--- config.mk ---
export PLATFORM = sky130hd
export DESIGN_NAME = fir_filter_24bit_audio
export DESIGN_NICKNAME = d
export VERILOG_FILES = /design/src/design/fir24_pkg.sv /design/src/design/fir24_ram.sv /design/src/design/fir24_seq.sv /design/src/design/fir24_dp.sv /design/src/design/fir_filter_24bit_audio.sv
export SDC_FILE = /design/constraint.sdc
export NUM_CORES = 2
export LEC_CHECK = 0
export BUFFER_PORTS_ARGS = -buffer_cell sky130_fd_sc_hd__buf_2
export CAP_MARGIN = 20
export CORE_MARGIN = 2
export CORE_UTILIZATION = 35
export CTS_CLUSTER_DIAMETER = 40
export DETAILED_ROUTE_END_ITERATION = 10
export GPL_ROUTABILITY_DRIVEN = 1
export SLEW_MARGIN = 20
export SYNTH_ARGS = -nofsm -noshare
export SYNTH_HDL_FRONTEND = slang
export SYNTH_SLANG_ARGS = --single-unit
--- constraint.sdc ---
create_clock -name clk_i -period 14.6 [get_ports clk_i]
set_input_delay 2.19 -clock clk_i [delete_from_list [all_inputs] [get_ports clk_i]]
set_output_delay 2.19 -clock clk_i [all_outputs]
set_load 0.1 [all_outputs]
--- src/design/fir24_pkg.sv ---
// Shared types, constants and the microcode program of the 24-bit audio FIR filter.
package fir24_pkg;

  localparam int TAPS_DEF        = 64;
  localparam int SAMPLE_BITS_DEF = 24;
  localparam int SAMPLE_W        = 24;
  localparam int COEF_W          = 24;
  localparam int IDX_W           = 6;
  localparam int COEF_FRAC       = 23;

  // Request codes on the input channel.
  localparam logic REQ_SAMPLE = 1'b0;
  localparam logic REQ_LOAD   = 1'b1;

  // Sequencer step codes.
  localparam int STEP_W = 3;
  localparam logic [STEP_W-1:0] ST_IDLE   = 3'd0;
  localparam logic [STEP_W-1:0] ST_MAC    = 3'd1;
  localparam logic [STEP_W-1:0] ST_DRAIN0 = 3'd2;
  localparam logic [STEP_W-1:0] ST_DRAIN1 = 3'd3;
  localparam logic [STEP_W-1:0] ST_WAIT   = 3'd4;
  localparam logic [STEP_W-1:0] ST_ROUND  = 3'd5;

  // Jump conditions of a control word.
  typedef enum logic [2:0] {
    CND_NEXT,
    CND_ALWAYS,
    CND_NOT_SAMPLE,
    CND_NOT_LAST,
    CND_OUT_BUSY
  } cond_e;

  // Datapath controls of one step.
  typedef struct packed {
    logic accept;
    logic clr_acc;
    logic issue;
    logic round;
  } ctrl_t;

  // Datapath status seen by the sequencer.
  typedef struct packed {
    logic last_tap;
    logic out_busy;
  } stat_t;

  typedef struct packed {
    ctrl_t               ctrl;
    cond_e               cond;
    logic [STEP_W-1:0]   target;
  } uword_t;

  // The control program, one word per step.
  function automatic uword_t ucode(input logic [STEP_W-1:0] step);
    uword_t w;
    w        = '0;
    w.cond   = CND_NEXT;
    w.target = ST_IDLE;
    case (step)
      ST_IDLE: begin
        w.ctrl.accept  = 1'b1;
        w.ctrl.clr_acc = 1'b1;
        w.cond         = CND_NOT_SAMPLE;
        w.target       = ST_IDLE;
      end
      ST_MAC: begin
        w.ctrl.issue = 1'b1;
        w.cond       = CND_NOT_LAST;
        w.target     = ST_MAC;
      end
      ST_DRAIN0: w.cond = CND_NEXT;
      ST_DRAIN1: w.cond = CND_NEXT;
      ST_WAIT: begin
        w.cond   = CND_OUT_BUSY;
        w.target = ST_WAIT;
      end
      ST_ROUND: begin
        w.ctrl.round = 1'b1;
        w.cond       = CND_ALWAYS;
        w.target     = ST_IDLE;
      end
      default: begin
        w.cond   = CND_ALWAYS;
        w.target = ST_IDLE;
      end
    endcase
    return w;
  endfunction

endpackage

--- src/design/fir24_ram.sv ---
// Generic single-port-write, single-port-read RAM with registered read data.
module fir24_ram #(
  parameter int WIDTH = 24,
  parameter int DEPTH = 64
) (
  input  logic                                   clk_i,
  input  logic                                   we_i,
  input  logic [((DEPTH > 1) ? $clog2(DEPTH) : 1)-1:0] waddr_i,
  input  logic [WIDTH-1:0]                       wdata_i,
  input  logic [((DEPTH > 1) ? $clog2(DEPTH) : 1)-1:0] raddr_i,
  output logic [WIDTH-1:0]                       rdata_o
);

  logic [WIDTH-1:0] mem_q [DEPTH];
  logic [WIDTH-1:0] rdata_q;

  always_ff @(posedge clk_i) begin
    if (we_i) begin
      mem_q[waddr_i] <= wdata_i;
    end
    rdata_q <= mem_q[raddr_i];
  end

  assign rdata_o = rdata_q;

endmodule

--- src/design/fir24_seq.sv ---
// Microcode sequencer: step counter, control ROM and conditional jumps.
module fir24_seq import fir24_pkg::*; (
  input  logic  clk_i,
  input  logic  rst_ni,
  input  logic  in_valid_i,
  input  logic  req_type_i,
  input  stat_t stat_i,
  output ctrl_t ctrl_o
);

  logic [STEP_W-1:0] step_q, step_d;
  uword_t            word;
  logic              sample_acc;

  assign word       = ucode(step_q);
  assign ctrl_o     = word.ctrl;
  assign sample_acc = word.ctrl.accept && in_valid_i && (req_type_i == REQ_SAMPLE);

  always_comb begin
    case (word.cond)
      CND_NEXT:       step_d = step_q + 1'b1;
      CND_ALWAYS:     step_d = word.target;
      CND_NOT_SAMPLE: step_d = sample_acc ? step_q + 1'b1 : word.target;
      CND_NOT_LAST:   step_d = stat_i.last_tap ? step_q + 1'b1 : word.target;
      CND_OUT_BUSY:   step_d = stat_i.out_busy ? word.target : step_q + 1'b1;
      default:        step_d = ST_IDLE;
    endcase
  end

  always_ff @(posedge clk_i or negedge rst_ni) begin
    if (!rst_ni) begin
      step_q <= ST_IDLE;
    end else begin
      step_q <= step_d;
    end
  end

endmodule

--- src/design/fir24_dp.sv ---
// Datapath: history ring, tap table, shared multiply-accumulate and output register.
module fir24_dp import fir24_pkg::*; #(
  parameter int TAPS        = TAPS_DEF,
  parameter int SAMPLE_BITS = SAMPLE_BITS_DEF
) (
  input  logic                     clk_i,
  input  logic                     rst_ni,
  input  ctrl_t                    ctrl_i,
  output stat_t                    stat_o,
  input  logic                     in_valid_i,
  input  logic                     req_type_i,
  input  logic [SAMPLE_W-1:0]      sample_in_i,
  input  logic [IDX_W-1:0]         coeff_index_i,
  input  logic signed [COEF_W-1:0] coeff_value_i,
  output logic                     out_valid_o,
  input  logic                     out_stall_i,
  output logic [SAMPLE_W-1:0]      sample_out_o
);

  localparam int AW       = (TAPS > 1) ? $clog2(TAPS) : 1;
  localparam int FW       = $clog2(TAPS + 1);
  localparam int PW       = SAMPLE_BITS + COEF_W;
  localparam int ACC_FULL = PW + AW + 1;
  localparam int ACC_W    = (ACC_FULL > 64) ? 64 : ACC_FULL;
  localparam logic [63:0] OUT_MASK64 =
    (SAMPLE_BITS >= 32) ? 64'hFFFF_FFFF : ((64'd1 << SAMPLE_BITS) - 64'd1);
  localparam logic [31:0] OUT_MASK = OUT_MASK64[31:0];
  localparam logic [63:0] RND_BIAS = (64'd1 << COEF_FRAC) - 64'd1;

  logic [AW-1:0] pos_q, pos_d;
  logic [AW-1:0] rp_q, rp_d;
  logic [AW-1:0] tap_q, tap_d;
  logic [FW-1:0] fill_q, fill_d;
  logic          rd_v_q, mul_v_q, hv_q;
  logic          out_valid_q, out_valid_d;
  logic [SAMPLE_W-1:0] out_q, out_d;
  logic signed [PW-1:0]    prod_q, prod_d;
  logic signed [ACC_W-1:0] acc_q, acc_d;

  logic                   sample_acc, load_acc, idx_ok;
  logic [31:0]            raw_ext, idx_ext;
  logic [SAMPLE_BITS-1:0] hist_wdata, hist_rdata;
  logic [COEF_W-1:0]      coef_rdata;
  logic signed [SAMPLE_BITS-1:0] hist_s;
  logic [63:0]            acc64, sum64;
  logic [31:0]            res32;

  assign raw_ext    = 32'(sample_in_i);
  assign hist_wdata = raw_ext[SAMPLE_BITS-1:0];
  assign idx_ext    = 32'(coeff_index_i);
  assign idx_ok     = idx_ext < 32'(TAPS);
  assign sample_acc = ctrl_i.accept && in_valid_i && (req_type_i == REQ_SAMPLE);
  assign load_acc   = ctrl_i.accept && in_valid_i && (req_type_i == REQ_LOAD);

  fir24_ram #(.WIDTH(SAMPLE_BITS), .DEPTH(TAPS)) u_hist (
    .clk_i   (clk_i),
    .we_i    (sample_acc),
    .waddr_i (pos_q),
    .wdata_i (hist_wdata),
    .raddr_i (rp_q),
    .rdata_o (hist_rdata)
  );

  fir24_ram #(.WIDTH(COEF_W), .DEPTH(TAPS)) u_taps (
    .clk_i   (clk_i),
    .we_i    (load_acc && idx_ok),
    .waddr_i (idx_ext[AW-1:0]),
    .wdata_i (coeff_value_i),
    .raddr_i (tap_q),
    .rdata_o (coef_rdata)
  );

  // Ring pointers and the fill count that masks history never written since reset.
  always_comb begin
    pos_d  = pos_q;
    rp_d   = rp_q;
    tap_d  = tap_q;
    fill_d = fill_q;
    if (sample_acc) begin
      pos_d = (pos_q == AW'(TAPS - 1)) ? '0 : pos_q + 1'b1;
      rp_d  = pos_q;
      tap_d = '0;
      if (fill_q != FW'(TAPS)) begin
        fill_d = fill_q + 1'b1;
      end
    end else if (ctrl_i.issue) begin
      rp_d  = (rp_q == '0) ? AW'(TAPS - 1) : rp_q - 1'b1;
      tap_d = tap_q + 1'b1;
    end
  end

  assign hist_s = hv_q ? signed'(hist_rdata) : '0;
  assign prod_d = hist_s * signed'(coef_rdata);
  assign acc_d  = ctrl_i.clr_acc ? '0 : (mul_v_q ? acc_q + ACC_W'(prod_q) : acc_q);

  // Truncation toward zero: bias negative sums before dropping the fraction bits.
  assign acc64 = 64'(acc_q);
  assign sum64 = acc64 + (acc64[63] ? RND_BIAS : 64'd0);
  assign res32 = sum64[COEF_FRAC+31:COEF_FRAC] & OUT_MASK;

  always_comb begin
    out_valid_d = out_valid_q;
    out_d       = out_q;
    if (ctrl_i.round) begin
      out_valid_d = 1'b1;
      out_d       = res32[SAMPLE_W-1:0];
    end else if (out_valid_q && !out_stall_i) begin
      out_valid_d = 1'b0;
    end
  end

  always_ff @(posedge clk_i or negedge rst_ni) begin
    if (!rst_ni) begin
      pos_q       <= '0;
      rp_q        <= '0;
      tap_q       <= '0;
      fill_q      <= '0;
      rd_v_q      <= 1'b0;
      mul_v_q     <= 1'b0;
      hv_q        <= 1'b0;
      out_valid_q <= 1'b0;
    end else begin
      pos_q       <= pos_d;
      rp_q        <= rp_d;
      tap_q       <= tap_d;
      fill_q      <= fill_d;
      rd_v_q      <= ctrl_i.issue;
      mul_v_q     <= rd_v_q;
      hv_q        <= 32'(rp_q) < 32'(fill_q);
      out_valid_q <= out_valid_d;
    end
  end

  always_ff @(posedge clk_i) begin
    prod_q <= prod_d;
    acc_q  <= acc_d;
    out_q  <= out_d;
  end

  assign stat_o.last_tap = (tap_q == AW'(TAPS - 1));
  assign stat_o.out_busy = out_valid_q && out_stall_i;
  assign out_valid_o     = out_valid_q;
  assign sample_out_o    = out_q;

endmodule

--- src/design/fir_filter_24bit_audio.sv ---
// Top level of the direct-form FIR filter for 24-bit audio samples.
//
//   Channel  Direction  Handshake              Payload
//   in       input      in_valid_i/in_stall_o  req_type_i, sample_in_i, coeff_index_i,
//                                              coeff_value_i
//   out      output     out_valid_o/out_stall_i sample_out_o
//
// A coefficient-load beat is taken in the idle step and gives no result. A sample beat
// passes through these steps before the next beat is taken: the idle step that takes
// the beat, one tap per cycle on the single multiply-accumulate unit and the one read
// port of the history RAM, the drain steps that empty the pipeline, a wait step that
// holds while the result register is still stalled, and the rounding step that writes it.
// After reset the history reads as zero through a fill count, so there is no clearing
// pass; the tap table is undefined until it is loaded.
// While out_stall_i holds a finished result, the next sample is still accepted and
// computed; the sequencer waits only before writing the new result.
module fir_filter_24bit_audio import fir24_pkg::*; #(
  parameter int TAPS        = TAPS_DEF,
  parameter int SAMPLE_BITS = SAMPLE_BITS_DEF
) (
  input  logic                     clk_i,
  input  logic                     rst_ni,
  input  logic                     in_valid_i,
  output logic                     in_stall_o,
  input  logic                     req_type_i,
  input  logic [SAMPLE_W-1:0]      sample_in_i,
  input  logic [IDX_W-1:0]         coeff_index_i,
  input  logic signed [COEF_W-1:0] coeff_value_i,
  output logic                     out_valid_o,
  input  logic                     out_stall_i,
  output logic [SAMPLE_W-1:0]      sample_out_o
);

  ctrl_t ctrl;
  stat_t stat;

  // The sequencer steps through its program and drives the datapath one word per cycle.
  fir24_seq u_seq (
    .clk_i      (clk_i),
    .rst_ni     (rst_ni),
    .in_valid_i (in_valid_i),
    .req_type_i (req_type_i),
    .stat_i     (stat),
    .ctrl_o     (ctrl)
  );

  // Input beats are taken only in the idle step of the program.
  assign in_stall_o = !ctrl.accept;

  // The datapath holds both RAMs, the multiply-accumulate pipeline and the result register.
  fir24_dp #(
    .TAPS        (TAPS),
    .SAMPLE_BITS (SAMPLE_BITS)
  ) u_dp (
    .clk_i         (clk_i),
    .rst_ni        (rst_ni),
    .ctrl_i        (ctrl),
    .stat_o        (stat),
    .in_valid_i    (in_valid_i),
    .req_type_i    (req_type_i),
    .sample_in_i   (sample_in_i),
    .coeff_index_i (coeff_index_i),
    .coeff_value_i (coeff_value_i),
    .out_valid_o   (out_valid_o),
    .out_stall_i   (out_stall_i),
    .sample_out_o  (sample_out_o)
  );

endmodule
# After elaboration in Yosys (flattened, before gate mapping)
# Memories as Yosys holds them, arrays and structs flattened. A register that Yosys moved wholly into a read port is not among the register bits.
# Index checks and enable logic that the tools add are counted.
classes:
  eq_ne: 12
  reduce_logical: 15
  n_lt_le_gt_ge: 2
  mul: 1
  n_bitwise: 1
  n_addsub: 7
  muxes: 23
op_table:
  columns: ["cell", "n"]
  rows:
  - ["$add 55x55->55", 1]
  - ["$mul 24x24->48", 1]
  - ["$add 47x47->47", 1]
  - ["$mux 6", 6]
  - ["$mux 24", 1]
  - ["$mux 23", 1]
  - ["$pmux 3 s5", 1]
  - ["$add 6x1->6 const B", 2]
  - ["$eq 3x2->1 const B", 4]
  - ["$eq 6x6->1 const B", 2]
  - ["$pmux 3 s4", 1]
  - ["$eq 3x3->1 const B", 3]
  - ["$mux 3", 3]
  - ["$mux 1", 8]
  - ["$add 7x1->7 const B", 1]
  - ["$lt 6x7->1", 1]
  - ["$lt 6x7->1 const B", 1]
  - ["$ne 7x7->1 const B", 1]
  - ["$eq 3x1->1 const B", 2]
  - ["$logic_and 1x1->1", 6]
  - ["$logic_not 3->1", 2]
  - ["$logic_not 6->1", 1]
  - ["$pmux 3 s2", 1]
  - ["$sub 6x1->6 const B", 1]
  - ["other kinds (7)", 9]
totals:
  ff_bits: 159
  mem_count: 2
  in_bits: 59
  output_inout_bits: 26
  wordCells: 75
  ram_bits: 3072
memory_table:
  columns: ["memory", "depth", "word_bits", "rd", "rd_clocked_by_memory_dff", "wr", "line", "rtl"]
  rows:
  - ["u_dp.u_hist.mem_q", 64, 24, 1, 1, 1, "fir24_ram.sv:14", "logic [WIDTH-1:0] mem_q [DEPTH];"]
  - ["u_dp.u_taps.mem_q", 64, 24, 1, 1, 1, "fir24_ram.sv:14", null]

# Longest topological paths before layout
logic_depth:
  word_depth: 7
  ltp_mapped: 29
  depth_no_buf: 26

# Modules after synthesis
# A second synthesis with hierarchy kept.
hier_totals:
  hier_cells: 8599
  hier_area_um2: 149444.6
by_module_without_submodules:
  columns: ["module", "cells_each", "seq_area_each_um2", "area_each_um2", "instances"]
  rows:
  - ["fir24_ram", 2610, 46604.7, 59295.6, 2]
  - ["fir24_dp", 3346, 3508.4, 30528.0, 1]
  - ["fir24_seq", 32, 75.1, 321.6, 1]
  - ["fir_filter_24bit_audio", 1, 0.0, 3.8, 1]

# Worst setup path before layout
# Ideal clock, no wire load.
synth_path:
  path_kind: "reg-to-reg"
  from: "reg u_dp.hv_q"
  to: "reg u_dp.prod_q[47]"
  path_slack_ns: 7.460
  period_less_slack_ns: 7.140
  required_time_ns: 14.528
  setup_ns: 0.072
  stages_incl_launch_ff: 27
  arrival_ns: 7.067
  n_path_buf: 4
  cell_sequence: "dfrtp_1 clkbuf_1 clkbuf_1 clkbuf_1 and3_1 fa_1 fa_1 inv_1 fa_1 inv_1 fa_1 fa_1 fa_1 inv_1 fa_1 inv_1 ha_1 clkbuf_1 a21o_1 a21o_1 a21oi_1 o21ai_0 a221o_1 nor2_1 nand3_1 a31oi_1 xnor2_1"
synth_between:
  elab_chain_len: 2
synth_lines:
  columns: ["element", "line", "rtl"]
  rows:
  - ["from (decl)", "fir24_dp.sv:34", "logic rd_v_q, mul_v_q, hv_q;"]
  - ["from (signal assigned)", "fir24_dp.sv:129", "hv_q <= 32'(rp_q) < 32'(fill_q);"]
  - ["$mux 24", "fir24_dp.sv:92", "assign hist_s = hv_q ? signed'(hist_rdata) : '0;"]
  - ["$mul 24x24->48", "fir24_dp.sv:93", "assign prod_d = hist_s * signed'(coef_rdata);"]
  - ["named net u_dp.prod_d[47]", "fir24_dp.sv:37", "logic signed [PW-1:0] prod_q, prod_d;"]
  - ["to (signal assigned)", "fir24_dp.sv:135", "prod_q <= prod_d;"]
  - ["to (decl)", "fir24_dp.sv:37", null]
# The timed path passes the listed nets, and every way through them passes these cells.
# A chain may end at the register's enable or synchronous reset.

# Worst setup path after layout
layout_path:
  from: "reg u_dp.hv_q"
  to: "reg u_dp.prod_q[36]"
# The elaborated chain is that of the path after synthesis.

==> out/results.ini <==
[drt]
drt_iter0_markers=8368
vias=81180
met1Wirelength_mm=161.8
post_drt_via_cell_ratio=5.342
wl_mm=395.8
dr.max_layer_used=met5
wl_met3_mm=26.92
drc=0
antenna_left=0
dr.pass1.iters=6
wl_met2_mm=196.6
wire_per_inst_microns=26.04

[placement]
gp_congestion=0.8549
numPortBuffers=84
dp_slack_ps=5503
dpl.cell_count=14460
hpwl_mm=231.8

[clock_tree]
clkLatencyLatePin_ps=980
clock_sink_count=3279
tritoncts=built
h-tree-depth=5
clock_path_buffers=4
hold_buffers=0
cts_resized=0
cts-root-buf=clkbuf_16
path_clk_slew_ps=60
post_cts_buffers=0
cts_made_buffers=389

[sta]
setup_violations=0
rsz0062_at_grt=false
finalHoldViolCount=0
fmax_ghz=0.1094
slew_headroom_pct=24.55
finClkSkew_ps=84.44
slew_viol_final=0
fin_crit_sh_pct=62.62
worst_slew_pin_slew_ps=1132
setup_tns_ps=0
setup_ws_ps=5458
finalCriticalPeriod_ps=9142
hold_ws_ps=351.4

[logic_synthesis]
synth_top_area_cell=edfxtp_1
postSynthCellCount=8923
yosysTopAreaCellShare_pct=62.12
avgSynthCellArea_sq_um=16.77
synth_nets=9814
seq_area_frac_synth_pct=64.68
synth_edf_count=3096
ys_types=76
ys_warn_count=0
async_flop_share_pct=0.9759
ys_top_cells_by_area=edfxtp_1 (62%), mux4_2 (9.4%), fa_1 (8.1%), mux2i_1 (2.6%), dfxtp_1 (2.0%)
synth-seq-cells=3279
synthFlopType=edfxtp_1
syn_area_sq_mm=0.1497

[worst_setup_path]
worstSetupPathType=reg2reg
worstPathRequired_ps=15390
reg2reg_slack_ps=5460
cp-end-kind=flop
cp.arrival_ps=9930
regToRegEndpoint=u_dp.prod_q[36]
worstRegToRegCells=22
r2r_start=u_dp.hv_q
crit_fanout=98
start_kind=flop

[global_route]
overflow=0
grt_util_all_layers_pct=17.94
antenna_found_initial=35
grt_max_degree=150
grt_pass1_vias=84270
grt_pass1_wl_mm=576.1

[layout]
area_delta_synth_final_pct=14.21
final_cell_count_no_fill=15200
layout-drive-gt1-share_pct=19.98
fin_nets=10050

[floorplanning]
fp.dieH_microns=657.9
rows=240
io_pins=85
dieArea_sq_mm=0.4328
initial_core_util_pct=35.10
die_width_microns=657.9
core-area_sq_mm=0.4264

[outcome]
status=completed

[worst_hold_path]
min_path_cells=0
hp-class=reg2reg
hold_end=u_dp.mul_v_q
min-delay-start=u_dp.rd_v_q

[run]
maxCapViolCount=0

-- cells in the mapped netlist, types with 15 or more instances --
cell type and instances:
edfxtp_1 3096, inv_1 642, mux4_2 624, fa_1 609
nand2_1 445, a21oi_1 389, mux2i_1 387, clkbuf_1 342
nor2_1 291, and3_1 281, o21ai_0 234, ha_1 223
dfxtp_1 151, mux2_2 121, o221ai_1 100, o22ai_1 100
xnor2_1 84, buf_2 83, nor3_1 72, buf_1 71
nand3_1 50, a21o_1 48, a211oi_1 46, nor2b_1 40
nand4_1 37, xor2_1 36, and2_1 32, dfrtp_1 32
a22oi_1 27, a221oi_1 26, nand2b_1 18, o21bai_1 17
nand3b_1 15
-- area by class of cell --
cell class	instances	area [sq um]
diodes	15	37.54
clock buffers	450	10130
clock inverters	272	3083
fillers	38350	255500
inverters	642	2410
multi-input cells	4504	48840
flip-flops and latches	3279	96830
well taps	5687	7116
repair buffers	347	2464
-- through the flow --
| stage | utilization, % | cell area, sq um |
|---|---|---|
| after floorplan | - | 149700 |
| after global placement | 36.97 | 157600 |
| after detailed placement | 36.97 | 157700 |
| after CTS | 40.07 | 170900 |
| after global routing | 40.08 | 170900 |
| final | 40.08 | 170900 |
-- placed cells by master (no fill, tap or decap), types with 31 or more instances in the layout --
cell,n
nor2_1,159
bufinv_16,39
o21ai_0,234
nand4_1,37
xor2_1,36
a21o_1,48
mux4_2,624
buf_2,83
inv_1,642
fa_1,609
clkinv_1,42
and3_1,281
buf_4,258
nor2_2,130
nor3_1,72
edfxtp_1,3096
o22ai_1,100
nand3_1,50
ha_1,223
nand2_1,445
o221ai_1,100
mux2i_1,387
and2_1,31
a211oi_1,46
clkbuf_1,50
inv_6,45
dfxtp_1,149
a21oi_1,389
clkbuf_16,394
mux2_2,121
nor2b_1,38
clkinv_2,48
xnor2_1,84
-- logic make-up after synthesis --
logic type,after synthesis,synth area share (%)
flip-flops,3279,64.68
AND/OR/NAND/NOR,1336,4.299
buffers and inverters,1140,2.930
multiplexers,1132,12.89
AO/OA/AOI/OAI,1084,4.489
adder cells (fa/ha/maj),832,10.01
XOR/XNOR,120,0.7023
-- critical path, stage by stage, from the launching register on --
cell,delay (ps)
dfrtp_4,890
buf_4,680
and2_0,890
nand2_1,190
fa_1,600
fa_1,480
fa_1,530
fa_1,510
inv_1,60
fa_1,480
fa_1,490
inv_1,50
fa_1,480
inv_1,40
ha_1,390
nand3_1,120
or2_1,270
or4_1,580
a21oi_2,420
o211ai_1,170
a31oi_1,280
mux2i_1,210
o2111ai_1,140
-- registers in the layout (all words and copies together) (netlist names), 3 cells and up --
| register | cells |
|---|---|
| u_dp.prod_q | 48 |
| u_dp.u_taps.mem_q | 1536 |
| u_dp.acc_q | 55 |
| u_seq.step_q | 3 |
| u_dp.rp_q | 6 |
| u_dp.tap_q | 6 |
| u_dp.u_taps.rdata_o | 24 |
| u_dp.sample_out_o | 24 |
| u_dp.u_hist.mem_q | 1536 |
| u_dp.u_hist.rdata_o | 24 |
| u_dp.pos_q | 6 |
| u_dp.fill_q | 7 |
-- worst max path at each step --
stage                     cells past startpoint  slack (ps)               to      start
after global routing                         23        4990  u_dp.prod_q[35]  u_dp.hv_q
after CTS                                    22        5530  u_dp.prod_q[46]  u_dp.hv_q
final                                        22        5460  u_dp.prod_q[36]  u_dp.hv_q
after global placement                       22        5590  u_dp.prod_q[36]  u_dp.hv_q
after floorplan                              26        7460  u_dp.prod_q[47]  u_dp.hv_q
after detailed placement                     22        5500  u_dp.prod_q[46]  u_dp.hv_q
-- metal layers --
layer	vias to the layer above	track usage, %
met3	619	2.841
li1	34630	-
met2	2965	30.85
met1	42950	23.65
met4	14	4.761
met5	-	0
Power is not shown: default switching activity piles up to over one toggle a cycle in this logic, so the estimate is an artifact.
